==> src/rtl/tsb_pkg.sv <==
// ----------------------------------------------------------------------------
// tsb_pkg: texture sampler shared definitions
// Widths, codes and the structs that pass between the sampler's units.
// ----------------------------------------------------------------------------
package tsb_pkg;

  // Texture store and coordinate format
  localparam int TEXEL_DEPTH    = 65536;
  localparam int FRAC_BITS      = 8;
  localparam int COORD_INT_BITS = 12;
  localparam int ADDR_W         = $clog2(TEXEL_DEPTH);

  // Fixed field widths of the stream payload
  localparam int CMD_W     = 1;
  localparam int ADDR_IN_W = 16;
  localparam int TEXEL_W   = 32;
  localparam int COORD_W   = 20;
  localparam int CHAN_W    = 8;
  localparam int NUM_CHAN  = TEXEL_W / CHAN_W;

  // Input tdata layout, first field lowest
  localparam int IN_ADDR_LSB  = 0;
  localparam int IN_ARGB_LSB  = IN_ADDR_LSB + ADDR_IN_W;
  localparam int IN_U_LSB     = IN_ARGB_LSB + TEXEL_W;
  localparam int IN_V_LSB     = IN_U_LSB + COORD_W;
  localparam int IN_FIELDS_W  = IN_V_LSB + COORD_W;
  localparam int IN_TDATA_W   = ((IN_FIELDS_W + 7) / 8) * 8;
  localparam int OUT_TDATA_W  = NUM_CHAN * CHAN_W;

  // Texture dimensions: 1..256 texels, total up to 65536 texels
  localparam int DIM_W    = 9;
  localparam int DIM_MAX  = 256;
  localparam int REM_W    = 16;
  localparam int TOTAL_W  = REM_W + 1;
  localparam int BASE_W   = COORD_INT_BITS + DIM_W;

  // Weights: truncated fraction products scaled to WEIGHT_ONE
  localparam int WEIGHT_ONE = 256;
  localparam int WT_W       = 9;
  localparam int WT_SHIFT   = 2 * FRAC_BITS - 8;
  localparam int ACC_W      = CHAN_W + WT_W + 2;
  localparam int NBR_N      = 4;
  localparam int STEP_W     = $clog2(NBR_N);

  // Side field carries the write address or the packed fractions
  localparam int AUX_W = (ADDR_IN_W > 2 * FRAC_BITS) ? ADDR_IN_W : 2 * FRAC_BITS;

  // Result queue
  localparam int OUT_DEPTH = 2;
  localparam int PTR_W     = $clog2(OUT_DEPTH);
  localparam int CNT_W     = $clog2(OUT_DEPTH + 1);

  // Configuration port
  localparam int CFG_DATA_W = 32;
  localparam int CFG_ADDR_W = 4;
  localparam int REG_IDX_W  = 2;

  localparam logic [REG_IDX_W-1:0] REG_FILTER_MODE = 2'd0;
  localparam logic [REG_IDX_W-1:0] REG_TEX_WIDTH   = 2'd1;
  localparam logic [REG_IDX_W-1:0] REG_TEX_HEIGHT  = 2'd2;

  localparam logic CMD_WRITE  = 1'b0;
  localparam logic CMD_SAMPLE = 1'b1;

  localparam logic FILTER_NEAREST  = 1'b0;
  localparam logic FILTER_BILINEAR = 1'b1;

  // Live configuration seen by the datapath
  typedef struct packed {
    logic               bilinear;
    logic [DIM_W-1:0]   w;
    logic [TOTAL_W-1:0] total;
  } cfg_t;

  // One item in flight: command, address or fractions, texel, wrapped index
  typedef struct packed {
    logic               cmd;
    logic [AUX_W-1:0]   aux;
    logic [TEXEL_W-1:0] data;
    logic [REM_W-1:0]   rem;
  } item_t;

  // Tag riding along with each texture read
  typedef struct packed {
    logic            vld;
    logic            first;
    logic            last;
    logic [WT_W-1:0] wt;
  } rd_tag_t;

endpackage

==> src/rtl/tsb_blend.sv <==
// ----------------------------------------------------------------------------
// tsb_blend: weighted channel accumulate and result queue
// Adds one weighted texel per beat of read data; queues finished samples.
// ----------------------------------------------------------------------------
module tsb_blend (
  input  logic                          clk,
  input  logic                          rst_n,
  input  tsb_pkg::rd_tag_t              tag,
  input  logic [tsb_pkg::TEXEL_W-1:0]   rdata,
  input  logic                          out_tready,
  output logic                          out_tvalid,
  output logic [tsb_pkg::TEXEL_W-1:0]   out_argb,
  output logic                          pop
);

  logic [tsb_pkg::ACC_W-1:0]   acc_r [tsb_pkg::NUM_CHAN];
  logic [tsb_pkg::ACC_W-1:0]   sum   [tsb_pkg::NUM_CHAN];
  logic [tsb_pkg::TEXEL_W-1:0] res;
  logic [tsb_pkg::TEXEL_W-1:0] fifo_r [tsb_pkg::OUT_DEPTH];
  logic [tsb_pkg::PTR_W-1:0]   wp_r, rp_r;
  logic [tsb_pkg::CNT_W-1:0]   cnt_r;
  logic                        push;

  always_comb begin
    for (int b = 0; b < tsb_pkg::NUM_CHAN; b++) begin
      sum[b] = (tag.first ? '0 : acc_r[b]) +
               tsb_pkg::ACC_W'(rdata[b*tsb_pkg::CHAN_W +: tsb_pkg::CHAN_W]) *
               tsb_pkg::ACC_W'(tag.wt);
      res[b*tsb_pkg::CHAN_W +: tsb_pkg::CHAN_W] = sum[b][8 +: tsb_pkg::CHAN_W];
    end
    push       = tag.vld && tag.last;
    out_tvalid = cnt_r != '0;
    pop        = out_tvalid && out_tready;
    out_argb   = fifo_r[rp_r];
  end

  always_ff @(posedge clk) begin
    if (tag.vld) begin
      for (int b = 0; b < tsb_pkg::NUM_CHAN; b++) begin
        acc_r[b] <= sum[b];
      end
    end
    if (push) begin
      fifo_r[wp_r] <= res;
    end
  end

  always_ff @(posedge clk) begin
    if (!rst_n) begin
      wp_r  <= '0;
      rp_r  <= '0;
      cnt_r <= '0;
    end else begin
      if (push) begin
        wp_r <= (wp_r == tsb_pkg::PTR_W'(tsb_pkg::OUT_DEPTH - 1)) ? '0 : wp_r + 1'b1;
      end
      if (pop) begin
        rp_r <= (rp_r == tsb_pkg::PTR_W'(tsb_pkg::OUT_DEPTH - 1)) ? '0 : rp_r + 1'b1;
      end
      cnt_r <= cnt_r + tsb_pkg::CNT_W'(push) - tsb_pkg::CNT_W'(pop);
    end
  end

endmodule

==> config.mk <==
export PLATFORM = sky130hd
export DESIGN_NAME = tsb_blend
export DESIGN_NICKNAME = d
export VERILOG_FILES = /design/src/rtl/tsb_pkg.sv /design/src/rtl/tsb_blend.sv
export SDC_FILE = /design/constraint.sdc
export NUM_CORES = 1
export LEC_CHECK = 0
export BUFFER_PORTS_ARGS = -buffer_cell sky130_fd_sc_hd__buf_4
export CORE_ASPECT_RATIO = 1.4
export CORE_UTILIZATION = 58
export DETAILED_ROUTE_END_ITERATION = 7
export PLACE_DENSITY = 0.73
export SLEW_MARGIN = 30
export SYNTH_ARGS = -nofsm -noshare
export SYNTH_HDL_FRONTEND = slang
export SYNTH_SLANG_ARGS = --single-unit
==> constraint.sdc <==
create_clock -name clk -period 14 [get_ports clk]
set_input_delay 0.7 -clock clk [delete_from_list [all_inputs] [get_ports clk]]
set_output_delay 0.7 -clock clk [all_outputs]
set_load 0.005 [all_outputs]
# --- Word level (Yosys, flattened, before mapping) ---
# Memories as Yosys holds them, arrays and structs flattened. A register that Yosys moved wholly into a read port is not among the register bits.
# Index checks and enable logic that the tools add are counted.
totals:
  word_cells: 32
  output_inout_bits: 34
  mem_count: 2
  input_bits: 47
  latch_bits: 0
  regBits: 4
  rom_bits: 0
  ramBits: 140
memory_table:
  columns: ["memory", "words", "width", "read_ports", "rd_clocked_by_memory_dff", "write_ports", "line", "source"]
  rows:
  - ["acc_r", 4, 19, 4, 0, 4, "tsb_blend.sv:16", "logic [tsb_pkg::ACC_W-1:0] acc_r [tsb_pkg::NUM_CHAN];"]
  - ["fifo_r", 2, 32, 1, 1, 1, "tsb_blend.sv:19", "logic [tsb_pkg::TEXEL_W-1:0] fifo_r [tsb_pkg::OUT_DEPTH];"]
classes:
  reduce_logical: 3
  div: 0
  order_cmp: 0
  add_sub_neg: 8
  eq_ne: 0
  n_bitwise: 0
  multipliers: 4
  n_mux: 12
  n_shift: 0
op_table:
  columns: ["op", "n"]
  rows:
  - ["19-bit by 17-bit adder with 19-bit output", 4]
  - ["19-bit two-way mux", 4]
  - ["8-bit by 9-bit multiplier with 17-bit output", 4]
  - ["1-bit two-way mux", 8]
  - ["1-bit adder (second input constant)", 2]
  - ["2-bit by 1-bit adder with 2-bit output", 1]
  - ["1-bit logical AND", 2]
  - ["2-bit nonzero test", 1]
  - ["2-bit by 1-bit subtractor with 2-bit output", 1]

# --- Longest topological paths before layout ---
logic_depth:
  ltp_word: 4
  ltp_mapped: 19
  depth_no_buf: 17

# --- Worst setup path after synthesis ---
# Ideal clock, no wire load.
synth_timing:
  path_kind: "in2reg"
  start: "input tag[10] (netlist bit)"
  end: "memory acc_r[2][13] (netlist bit), data pin"
  required_ps: 13731
  slack_ps: 8944
  arrival_ps: 4787
  path_buffers: 2
  setup_ps: 269
  stages: 17
  path_cell_list: "clkbuf_1 > clkbuf_1 > nand2b_1 > fa_1 > inv_1 > fa_1 > inv_1 > fa_1 > fa_1 > inv_1 > ha_1 > o21a_1 > o31a_1 > or4_4 > a31oi_4 > o21bai_1 > xor2_1"
synth_rtl:
  columns: ["item", "line", "source"]
  rows:
  - ["start: declaration", "tsb_blend.sv:8", "input tsb_pkg::rd_tag_t tag,"]
  - ["end: declaration", "tsb_blend.sv:16", null]

# --- Worst setup path in the final report ---
layout_timing:
  start: "input tag[10] (netlist bit)"
  end: "memory fifo_r[0][31] (netlist bit), data pin"
layout_via:
  elab_chain_cells: 2
layout_lines:
  columns: ["item", "line", "source"]
  rows:
  - ["19-bit two-way mux", "tsb_blend.sv:26", "sum[b] = (tag.first ? '0 : acc_r[b]) +"]
  - ["19-bit by 17-bit adder with 19-bit output", "tsb_blend.sv:26", null]
  - ["via res, one bit", "tsb_blend.sv:18", "logic [tsb_pkg::TEXEL_W-1:0] res;"]
  - ["end: declaration", "tsb_blend.sv:19", null]
# The timed path passes the listed nets, and every way through them passes these cells.

==> results.cfg <==
[timing]
whs_ns = 0.502
setup_slack_ns = 9.01
slew_headroom = 0.390
fin_crit_ns = 4.99
grt_setup_unrepaired = false
finalSetupViolations = 0
fmax_mhz = 200
worst_pin_slew_ns = 0.915
min_period_over_period = 0.357
slew_violations = 0
finalHoldViolCount = 0
fin_tns_setup_ns = 0
skew_ns = 0.00899

[cells_and_area]
layout-drive-gt1-share = 0.0981
area_growth_pct = 9.44
fill_cells = 2143
layout_commonest_cell = inv_1
layout.nets = 1953
diodes = 0
utilization = 0.644
most-common-layout-cells = 355 x inv_1, 224 x fa_1, 174 x and2_1
ff_latch_area_mm2 = 0.00395
multi_input_area_mm2 = 0.00992

[grt]
grt_max_degree = 65
antenna_found_initial = 0
grt.overflow.total = 0
grt_pass1_vias = 11100
grt_usage = 0.252
grt_pass1_wl_um = 53400

[worst_setup_path]
cp_top_family = adder cells
reg2reg_depth = 15
reg2reg_from = acc_r[3][6]
crit_cells = 16
critical_path_class = in2reg
slowest_delay_ns = 0.53
crit_start = tag[10]
cp_num_buf_inv = 4
crit_top_cell = fa_1
worstPathArrival_ns = 5.15
worstPathRequired_ns = 14.16
end_kind = flop
critPathLaunchType = input port
crit_chain = buf_4, nand2b_1, fa_1, inv_1, fa_1, inv_1, fa_1, fa_1, inv_1, ha_1, o21a_1, o31a_1, nor4_1, o31ai_1, o41ai_2, xnor2_1
cp_max_fo = 64
cp_slowest_cell = fa_1

[clock_network]
cts_hold_buffers = 0
ctsLongestPathBuffers = 2
cts_tree = yes
cts_root_buffer = clkbuf_16
cts_resized = 0
cts.sinks = 133
clk-insertion-delay-late_ns = 0.44
clk_pin_slew_worst_paths_ns = 0.06
post_cts_buffers = 0
htree_levels = 4
cts_buffers = 17

[power_and_ir_drop]
power.internal_uw = 2280
switchingPower_uw = 1630
comb_power_share = 0.634
clkPwrFrac = 0.117
switching_share = 0.416
p_leak_uw = 0.00811
p_per_area_mw_per_mm2 = 233
ir_drop_mv = 0.198
p_seq_frac = 0.249

[synthesis]
synth_edf_count = 128
synth-compound-area-share = 0.0364
synth_top_family_by_area = adder cells
syn-cell-area_mm2 = 0.0154
synth_simple_gate_area_frac = 0.149
synth_seq_area_share = 0.257
muxShareOfSynthArea = 0.0235
synth_cell_type_count = 46
async_flop_share = 0
synthCells = 1493
synth_fp_nets = 1898
synth_area_per_cell_um2 = 10.3
synth_xor_area_frac = 0.0359
yosysWarnings = 0
synth_fa_ha_area_frac = 0.401
synth_seq_cells = 133
synthFlopType = edfxtp_1

[detailed_routing]
wl_met3_um = 855
drt-wirelength-per-cell_um = 16.3
met1_length_um = 12400
drt_iter0_drc = 372
drc_errors = 0
wl_met2_um = 16700
dr.max_layer_used = met4
first_pass_iters = 5
wirelength_um = 30700
antenna_left = 0
dr_total_vias = 9907
via_per_inst = 5.26

[run_status]
outcome = finished clean

[die]
row_count = 70
io_pins = 81
die_w_um = 140
dieArea_mm2 = 0.0272
die_h_um = 195
initial_core_util = 0.589
fp.coreArea_mm2 = 0.0261

[placement]
gp_congestion = 0.822
pre_cts_ws_ns = 8.54
portBuffers = 80
dp_hpwl_um = 22300

[min_path]
holdPathStages = 2
hold_path.class = in2reg
min_from = rst_n

[job]
drv_cap = 0
[flip-flops by register name (all words and copies together), names as in the netlist, named ones only]
name / cells
acc_r: 64
cnt_r: 2
fifo_r: 64
rp_r: 1
wp_r: 1
[metrics by stage]
step,area [um^2],power [uW],instances
floorplan,15400,2820,1493
global placement,16200,3380,1853
detailed placement,16200,3450,1853
CTS,16800,3950,1884
global route,16800,4320,1884
finish,16800,3910,1884
[per-layer routing]
metal / up-vias / GRT usage
li1: 4636 / -
met2: 168 / 0.460
met3: 49 / 0.0281
met1: 5054 / 0.304
met4: 0 / 0.102
met5: - / 0
[Yosys cell counts (all sizes together) (3+ instances only)]
cell,n,area (um^2)
o31a,3,26.3
edfxtp,128,3840
xnor2,54,473
a21oi,20,100
dfxtp,5,100
o31ai,3,22.5
o41ai,3,33.8
and2,174,1090
o21bai,4,30.0
buf,3,11.3
nand2b,44,275
nor2b,36,233
ha,134,1680
mux2,32,360
o21a,11,82.6
fa,224,4480
nor2,26,97.6
nand2,133,499
clkbuf,43,161
nand4,3,18.8
xor2,9,78.8
a21o,8,60.1
inv,355,1330
o21ai,14,73.8
[power groups by stage]
stage / combinational [uW] / clock [uW] / sequential, uW
2_1_floorplan: 1880 / 0 / 945
3_3_place_gp: 2400 / 0 / 976
3_5_place_dp: 2470 / 0 / 983
4_1_cts: 2500 / 468 / 975
5_1_grt: 2850 / 482 / 992
6_report: 2480 / 458 / 974
[cell type report]
cell class | instances | area share
Multi-Input combinational cell | 959 | 0.590
Sequential cell | 133 | 0.235
Inverter | 355 | 0.0793
Timing Repair Buffer | 82 | 0.0366
Clock buffer | 20 | 0.0260
Tap cell | 324 | 0.0241
Clock inverter | 11 | 0.00908
[worst paths after layout]
check | to | slack, ns
worst max-delay path | fifo_r[0][31] | 9.01
worst min register to register | flop | 0.54
worst min-delay path | wp_r | 0.50
worst max register to register | fifo_r[0][31] | 9.52
[cells by family (layout without fill, tap and decap cells)]
group | count (synthesis) | after routing
AND/OR/NAND/NOR | 426 | 426
buffers and inverters | 401 | 468
adder cells (fa/ha/maj) | 358 | 358
flip-flops | 133 | 133
AO/OA/AOI/OAI | 80 | 80
XOR/XNOR | 63 | 63
multiplexers | 32 | 32
Note: power is estimated with default switching activity, not from simulation.
