===== src/rtl/tsb_pkg.sv =====
// ----------------------------------------------------------------------------
// tsb_pkg: texture sampler shared definitions
// Widths, codes and the structs that pass between the sampler's units.
// ----------------------------------------------------------------------------
package tsb_pkg;

  // Texture store and coordinate format
  localparam int TEXEL_DEPTH    = 65536;
  localparam int FRAC_BITS      = 8;
  localparam int COORD_INT_BITS = 12;
  localparam int ADDR_W         = $clog2(TEXEL_DEPTH);

  // Fixed field widths of the stream payload
  localparam int CMD_W     = 1;
  localparam int ADDR_IN_W = 16;
  localparam int TEXEL_W   = 32;
  localparam int COORD_W   = 20;
  localparam int CHAN_W    = 8;
  localparam int NUM_CHAN  = TEXEL_W / CHAN_W;

  // Input tdata layout, first field lowest
  localparam int IN_ADDR_LSB  = 0;
  localparam int IN_ARGB_LSB  = IN_ADDR_LSB + ADDR_IN_W;
  localparam int IN_U_LSB     = IN_ARGB_LSB + TEXEL_W;
  localparam int IN_V_LSB     = IN_U_LSB + COORD_W;
  localparam int IN_FIELDS_W  = IN_V_LSB + COORD_W;
  localparam int IN_TDATA_W   = ((IN_FIELDS_W + 7) / 8) * 8;
  localparam int OUT_TDATA_W  = NUM_CHAN * CHAN_W;

  // Texture dimensions: 1..256 texels, total up to 65536 texels
  localparam int DIM_W    = 9;
  localparam int DIM_MAX  = 256;
  localparam int REM_W    = 16;
  localparam int TOTAL_W  = REM_W + 1;
  localparam int BASE_W   = COORD_INT_BITS + DIM_W;

  // Weights: truncated fraction products scaled to WEIGHT_ONE
  localparam int WEIGHT_ONE = 256;
  localparam int WT_W       = 9;
  localparam int WT_SHIFT   = 2 * FRAC_BITS - 8;
  localparam int ACC_W      = CHAN_W + WT_W + 2;
  localparam int NBR_N      = 4;
  localparam int STEP_W     = $clog2(NBR_N);

  // Side field carries the write address or the packed fractions
  localparam int AUX_W = (ADDR_IN_W > 2 * FRAC_BITS) ? ADDR_IN_W : 2 * FRAC_BITS;

  // Result queue
  localparam int OUT_DEPTH = 2;
  localparam int PTR_W     = $clog2(OUT_DEPTH);
  localparam int CNT_W     = $clog2(OUT_DEPTH + 1);

  // Configuration port
  localparam int CFG_DATA_W = 32;
  localparam int CFG_ADDR_W = 4;
  localparam int REG_IDX_W  = 2;

  localparam logic [REG_IDX_W-1:0] REG_FILTER_MODE = 2'd0;
  localparam logic [REG_IDX_W-1:0] REG_TEX_WIDTH   = 2'd1;
  localparam logic [REG_IDX_W-1:0] REG_TEX_HEIGHT  = 2'd2;

  localparam logic CMD_WRITE  = 1'b0;
  localparam logic CMD_SAMPLE = 1'b1;

  localparam logic FILTER_NEAREST  = 1'b0;
  localparam logic FILTER_BILINEAR = 1'b1;

  // Live configuration seen by the datapath
  typedef struct packed {
    logic               bilinear;
    logic [DIM_W-1:0]   w;
    logic [TOTAL_W-1:0] total;
  } cfg_t;

  // One item in flight: command, address or fractions, texel, wrapped index
  typedef struct packed {
    logic               cmd;
    logic [AUX_W-1:0]   aux;
    logic [TEXEL_W-1:0] data;
    logic [REM_W-1:0]   rem;
  } item_t;

  // Tag riding along with each texture read
  typedef struct packed {
    logic            vld;
    logic            first;
    logic            last;
    logic [WT_W-1:0] wt;
  } rd_tag_t;

endpackage


===== src/rtl/tsb_addr_pipe.sv =====
// ----------------------------------------------------------------------------
// tsb_addr_pipe: sample index pipeline
// Forms v*width+u and reduces it modulo width*height, one quotient bit a stage.
// ----------------------------------------------------------------------------
module tsb_addr_pipe (
  input  logic                                clk,
  input  logic                                rst_n,
  input  logic                                adv,
  input  logic                                in_vld,
  input  logic                                in_cmd,
  input  logic [tsb_pkg::ADDR_IN_W-1:0]       in_addr,
  input  logic [tsb_pkg::TEXEL_W-1:0]         in_argb,
  input  logic [tsb_pkg::COORD_W-1:0]         in_u,
  input  logic [tsb_pkg::COORD_W-1:0]         in_v,
  input  tsb_pkg::cfg_t                       cfg,
  output logic                                out_vld,
  output tsb_pkg::item_t                      out_item
);

  localparam int NST = tsb_pkg::BASE_W + 1;

  logic                              vld_r [NST];
  tsb_pkg::item_t                    stg_r [NST];
  logic [tsb_pkg::BASE_W-1:0]        dvd_r [NST];

  logic [tsb_pkg::COORD_INT_BITS-1:0] ui, vi;
  logic [tsb_pkg::FRAC_BITS-1:0]      fu, fv;
  logic [tsb_pkg::AUX_W-1:0]          aux_in;
  logic [tsb_pkg::BASE_W-1:0]         base;

  always_comb begin
    ui     = tsb_pkg::COORD_INT_BITS'(in_u >> tsb_pkg::FRAC_BITS);
    vi     = tsb_pkg::COORD_INT_BITS'(in_v >> tsb_pkg::FRAC_BITS);
    fu     = in_u[tsb_pkg::FRAC_BITS-1:0];
    fv     = in_v[tsb_pkg::FRAC_BITS-1:0];
    aux_in = (in_cmd == tsb_pkg::CMD_WRITE) ? tsb_pkg::AUX_W'(in_addr)
                                            : tsb_pkg::AUX_W'({fv, fu});
    base   = tsb_pkg::BASE_W'(vi) * tsb_pkg::BASE_W'(cfg.w) + tsb_pkg::BASE_W'(ui);
  end

  // Entry stage: linear index before the wrap
  always_ff @(posedge clk) begin
    if (!rst_n) begin
      vld_r[0] <= 1'b0;
    end else if (adv) begin
      vld_r[0] <= in_vld;
    end
    if (adv) begin
      stg_r[0] <= '{cmd: in_cmd, aux: aux_in, data: in_argb, rem: '0};
      dvd_r[0] <= base;
    end
  end

  // Restoring remainder: shift in one dividend bit, subtract when it fits
  for (genvar j = 0; j < tsb_pkg::BASE_W; j++) begin : g_step
    logic [tsb_pkg::TOTAL_W-1:0] t, d;

    always_comb begin
      t = {stg_r[j].rem, dvd_r[j][tsb_pkg::BASE_W-1]};
      d = t - cfg.total;
    end

    always_ff @(posedge clk) begin
      if (!rst_n) begin
        vld_r[j+1] <= 1'b0;
      end else if (adv) begin
        vld_r[j+1] <= vld_r[j];
      end
      if (adv) begin
        stg_r[j+1] <= '{cmd:  stg_r[j].cmd,
                        aux:  stg_r[j].aux,
                        data: stg_r[j].data,
                        rem:  (t >= cfg.total) ? d[tsb_pkg::REM_W-1:0]
                                               : t[tsb_pkg::REM_W-1:0]};
        dvd_r[j+1] <= dvd_r[j] << 1;
      end
    end
  end

  assign out_vld  = vld_r[NST-1];
  assign out_item = stg_r[NST-1];

endmodule


===== config.mk =====
export PLATFORM = sky130hd
export DESIGN_NAME = tsb_addr_pipe
export DESIGN_NICKNAME = d
export VERILOG_FILES = /design/src/rtl/tsb_pkg.sv /design/src/rtl/tsb_addr_pipe.sv
export SDC_FILE = /design/constraint.sdc
export NUM_CORES = 2
export LEC_CHECK = 0
export ABC_AREA = 0
export ABC_CLOCK_PERIOD_IN_PS = 7850
export BUFFER_PORTS_ARGS = -buffer_cell sky130_fd_sc_hd__buf_2
export CORE_MARGIN = 4
export CORE_UTILIZATION = 60
export CTS_BUF_LIST = sky130_fd_sc_hd__clkbuf_16
export CTS_CLUSTER_SIZE = 12
export DETAILED_ROUTE_END_ITERATION = 10
export PLACE_DENSITY = 0.73
export SYNTH_ARGS = -nofsm -noshare
export SYNTH_HDL_FRONTEND = slang
export SYNTH_SLANG_ARGS = --single-unit

===== constraint.sdc =====
create_clock -name clk -period 7.85 [get_ports clk]
set_input_delay 1.57 -clock clk [delete_from_list [all_inputs] [get_ports clk]]
set_output_delay 1.57 -clock clk [all_outputs]
set_load 0.03 [all_outputs]

=== Word level (Yosys, flattened, before mapping) ===
Memories as Yosys holds them, arrays and structs flattened.
Index checks and enable logic that the tools add are counted.

* Register bits after elaboration: 0
* Latch bits: 0
* Memory bits (writable): 1914
* ROM bits: 0
* Input bits: 120
* Output and inout port bits: 66
* Word-level logic and storage cells: 118
* Memories: 3

{| class="wikitable"
|+ Memories
! memory !! words !! width !! read ports !! clocked after memory_dff !! wr ports !! RTL line !! text
|-
| stg_r || 22 || 65 || 22 || 0 || 22 || tsb_addr_pipe.sv:23 || <nowiki>tsb_pkg::item_t stg_r [NST];</nowiki>
|-
| dvd_r || 22 || 21 || 21 || 0 || 22 || tsb_addr_pipe.sv:24 || <nowiki>logic [tsb_pkg::BASE_W-1:0] dvd_r [NST];</nowiki>
|-
| vld_r || 22 || 1 || 22 || 0 || 22 || tsb_addr_pipe.sv:22 || <nowiki>logic vld_r [NST];</nowiki>
|}

* Add/subtract/negate cells: 22
* $mul: 1
* Divide/modulo/power cells: 0
* $lt $le $gt $ge: 21
* Equality and inequality tests: 0
* Shifts and indexed selects: 0
* Multiplexer cells: 49
* Bitwise gates (word level): 22
* Reductions and logical operators: 0

{| class="wikitable"
|+ Operators by type and width
! operator !! count
|-
| greater-or-equal comparator 17 bit || 21
|-
| two-way mux 16 bit || 22
|-
| subtractor 16 bit || 21
|-
| two-way mux 1 bit || 27
|-
| bitwise OR 1 bit || 22
|-
| adder 21 x 12 -> 21 bit || 1
|-
| multiplier 12 x 9 -> 21 bit || 1
|}

=== Logic depth before layout (Yosys ltp) ===
* Word-level depth: 4
* Mapped depth: 20
* Gate-level depth less buffers: 19

=== Least setup slack after synthesis ===
Ideal clock, no wire load.

* Path type: input port to flip-flop
* Start point: input port cfg[25] (netlist name)
* End point: memory dvd_r[0][16] (netlist name), data pin
* Library setup time: 0.261 ns
* Data arrival time: 6.293 ns
* Required time: 7.589 ns
* Path slack: 1.296 ns
* Stages: 18
* Buffers on the path: 1
* Cells stage by stage: clkbuf_1 nand2_1 fa_1 fa_1 inv_1 fa_1 fa_1 inv_1 fa_1 inv_1 ha_1 a21o_1 nand2_1 o21ai_0 o41ai_1 o21ai_0 a211oi_1 nor3b_1

{| class="wikitable"
|+ RTL lines
! element !! RTL line !! text
|-
| start: declaration || tsb_addr_pipe.sv:15 || <nowiki>input tsb_pkg::cfg_t cfg,</nowiki>
|-
| end: declaration || tsb_addr_pipe.sv:24 ||
|}

==> run_results.csv <==
group,metric,value,unit
outcome,outcome,"finished clean",
min_path,min_to,"dvd_r[0][46]",
critical_path,path_class,"input pin to register",
place,dp.cells,6535,
finish,area_growth,10.4,%
finish,most-common-layout-cells,"1,666 x edfxtp_1, 398 x ha_1, 252 x a21oi_1",
route,drtIter0Drc,2965,
route,wl_met1,56600,um
sta,slew_headroom,17.0,%
clock_tree,cts_sinks,1667,
min_path,whs_path_depth,0,
sta,fmaxAchievable,0.169,GHz
synthesis,synth_edf_count,1666,
finish,final_area,81500,um2
place,dp_hpwl,79400,um
finish,fin_nets,5700,
route,wl,132000,um
critical_path,r2r-end,"stg_r[0][197]",
critical_path,reg2reg_slack,4.34,ns
pwr,p_leak,0.0310,uW
clock_tree,worst_skew_pair.late_latency,0.79,ns
critical_path,endpoint_kind,"register",
pwr,max-vdd-ir-drop,0.303,mV
clock_tree,clockBufferDepth,3,
clock_tree,clockRootBuffer,"clkbuf_16",
clock_tree,cts_repair_resize_count,0,
clock_tree,clk_pin_slew,0.06,ns
finish,multi_input_area,22200,um2
die,start_util,60.5,%
critical_path,crit_required,8.46,ns
synthesis,synth-seq-cells,1667,
sta,min_period_over_period,75.3,%
critical_path,cp_slowest_cell,"fa_1",
synthesis,async_flop_share,0,%
die,core,122000,um2
global_route,grt_start_max_net_pins,188,
clock_tree,postCtsSetupBuffers,0,
critical_path,cp.buffers_inverters,6,
route,ant_nets,0,
sta,fin_skew,0.0455,ns
global_route,gr-total-overflow,0,
synthesis,mappedNetlistNets,5435,
finish,drive_gt1_share,13.1,%
pwr,power.density,351,nW/um2
finish,layout_commonest_cell,"edfxtp_1",
synthesis,synthFlopType,"edfxtp_1",
critical_path,critical_path.max_stage_delay,0.54,ns
finish,num-fill-cells,8408,
pwr,netSwitchingPower,8830,uW
finish,fin_cells,6790,
synthesis,synth_area,73800,um2
job,drv_cap,0,
die,design.die.area,129000,um2
critical_path,path_cells,"buf_2, nand2_1, fa_1, inv_1, fa_1, inv_1, fa_1, inv_1, fa_1, inv_1, fa_1, inv_1, ha_1, nor3_1, nor2_1, nand2_1, o211a_1, o21ai_0, or4_1, nand3_1",
route,viasPerCell,5.71,
die,pin_count,186,
sta,worst_pin_slew,1.24,ns
critical_path,critical_path.max_fanout,12,
critical_path,start_kind,"input pin",
die,fp-row-count,128,
global_route,grt_antenna_before_repair,2,
pwr,seq_power_share,42.6,%
sta,tns,0,ns
synthesis,synth_cell_types,90,
clock_tree,cts_hold_buf,0,
sta,finalSetupViolCount,0,
clock_tree,htreeDepth,4,
min_path,hold_class,"register to register",
synthesis,netlist_instances,4818,
route,met3_length,5640,um
clock_tree,cts_tree,"done",
sta,slew_violations,0,
route,dr.pass1.iters,5,
synthesis,syn_avg_cell_area,15.3,um2
clock_tree,cts_buffers,171,
route,wl_met2,65300,um
critical_path,regToRegStartpoint,"stg_r[0][133]",
sta,grt_setup_unrepaired,"false",
place,port_buffers,184,
route,drcViolationCount,0,
place,gp_congestion,0.883,
global_route,grt_pass1_vias,38800,
route,top_layer,"met4",
pwr,pwr-share-comb,31.1,%
synthesis,seq_area_frac_synth,67.8,%
critical_path,critPathTopFamily,"adder cells",
pwr,netSwitchingFraction,30.9,%
synthesis,yosys_warnings,0,
route,vias,38800,
pwr,clkPwrFrac,26.3,%
critical_path,cp.arrival,6.52,ns
global_route,grt_pass1_wl,208000,um
global_route,gr-usage-all-layers,20.8,%
critical_path,reg2reg_depth,9,
die,chipHeight,359,um
die,die_x,359,um
sta,fin_crit,5.91,ns
finish,seq_area,50000,um2
min_path,hold_start,"dvd_r[0][24]",
place,dpl_cell_area,76300,um2
route,avgRoutedWirePerCell,19.4,um
sta,hold_violations,0,
pwr,power.internal,19800,uW
-- flip-flops by register name, summed over array words and instances, names as in the netlist --
| signal | cells |
|---|---|
| vld_r | 22 |
| dvd_r | 231 |
| stg_r | 1414 |
-- through the flow --
step / utilization [%] / worst slack [ns] / total power [uW] / hold WS (ns)
2_1_floorplan: - / 1.30 / 19100 / 0.400
3_3_place_gp: 62.6 / 1.32 / 20900 / 0.400
3_5_place_dp: 62.6 / 1.19 / 21100 / 0.405
4_1_cts: 66.8 / 2.01 / 28800 / 0.366
5_1_grt: 66.8 / 1.73 / 30400 / 0.379
6_report: 66.8 / 1.94 / 28600 / 0.375
-- worst max-delay path by stage --
stage	cells after the start	startpoint	end	slack, ns
after floorplan	18	cfg[25]	dvd_r[0][16]	1.30
after global placement	19	cfg[25]	dvd_r[0][16]	1.32
after detailed placement	20	cfg[19]	dvd_r[0][19]	1.19
after CTS	20	cfg[19]	dvd_r[0][19]	2.01
after global routing	20	cfg[19]	dvd_r[0][16]	1.73
final	20	cfg[19]	dvd_r[0][19]	1.94
-- power by group through the flow --
stage	combinational, uW	sequential, uW	clock [uW]
final	8890	12200	7530
after CTS	8880	12200	7760
after detailed placement	8810	12300	0
after global routing	9950	12300	8150
after global placement	8640	12300	0
after floorplan	7050	12000	0
-- worst reg2reg max path, stage by stage, from the launching register on --
cell and delay (ns):
edfxtp_1 0.41, ha_1 0.38, nand3_1 0.15, o21bai_1 0.16
nand4_1 0.18, a311oi_2 0.52, o21ai_2 0.12, a2111oi_2 0.30
o21a_1 0.62, mux2_2 0.42
-- synth_stat cells (19+ instances only) --
library cell | number | share of area [%]
buf_4 | 68 | 0.69
o211ai_1 | 20 | 0.20
mux2_2 | 172 | 2.6
o21ai_0 | 179 | 1.2
a21oi_1 | 252 | 1.7
a211oi_1 | 35 | 0.36
a21o_1 | 88 | 0.89
mux2i_1 | 50 | 0.68
o21a_1 | 58 | 0.59
ha_1 | 398 | 6.7
nor2_1 | 208 | 1.1
inv_1 | 219 | 1.1
nor2b_1 | 59 | 0.50
nor3_1 | 91 | 0.62
or2_2 | 22 | 0.19
fa_1 | 99 | 2.7
nand3_1 | 61 | 0.41
o21bai_1 | 36 | 0.37
and2_1 | 63 | 0.53
nand2_1 | 242 | 1.2
and3_1 | 43 | 0.36
xnor2_1 | 151 | 1.8
clkbuf_1 | 36 | 0.18
xor2_1 | 88 | 1.0
o31ai_1 | 27 | 0.27
nand2b_1 | 47 | 0.40
o31a_1 | 19 | 0.23
edfxtp_1 | 1666 | 68
nand4_1 | 58 | 0.49
-- cell type report --
type	count	area share [%]
tap	1625	2.49
sequential	1667	61.4
clock inverter	80	1.02
timing repair buffer	219	1.58
antenna	2	0.00614
inverter	221	1.02
multi-input combinational	2803	27.2
clock buffer	173	5.31
-- metal layers --
metal / vias to the layer above / global-route usage [%]
met1: 18900 / 27.5
li1: 18800 / -
met4: 0 / 7.88
met5: - / 0
met3: 248 / 3.08
met2: 886 / 35.1
-- logic make-up (layout without fill, tap and decap cells) --
logic type,Yosys count,after routing,synth area share (%)
mux,242,242,3.64
flops,1667,1667,67.8
other cells,0,2,0
fa+ha+maj,497,497,9.43
xor+xnor,239,239,2.84
buf+inv,348,693,2.20
compound gates,868,868,7.68
simple gates,957,957,6.41
(Power assumes the default switching activity.)
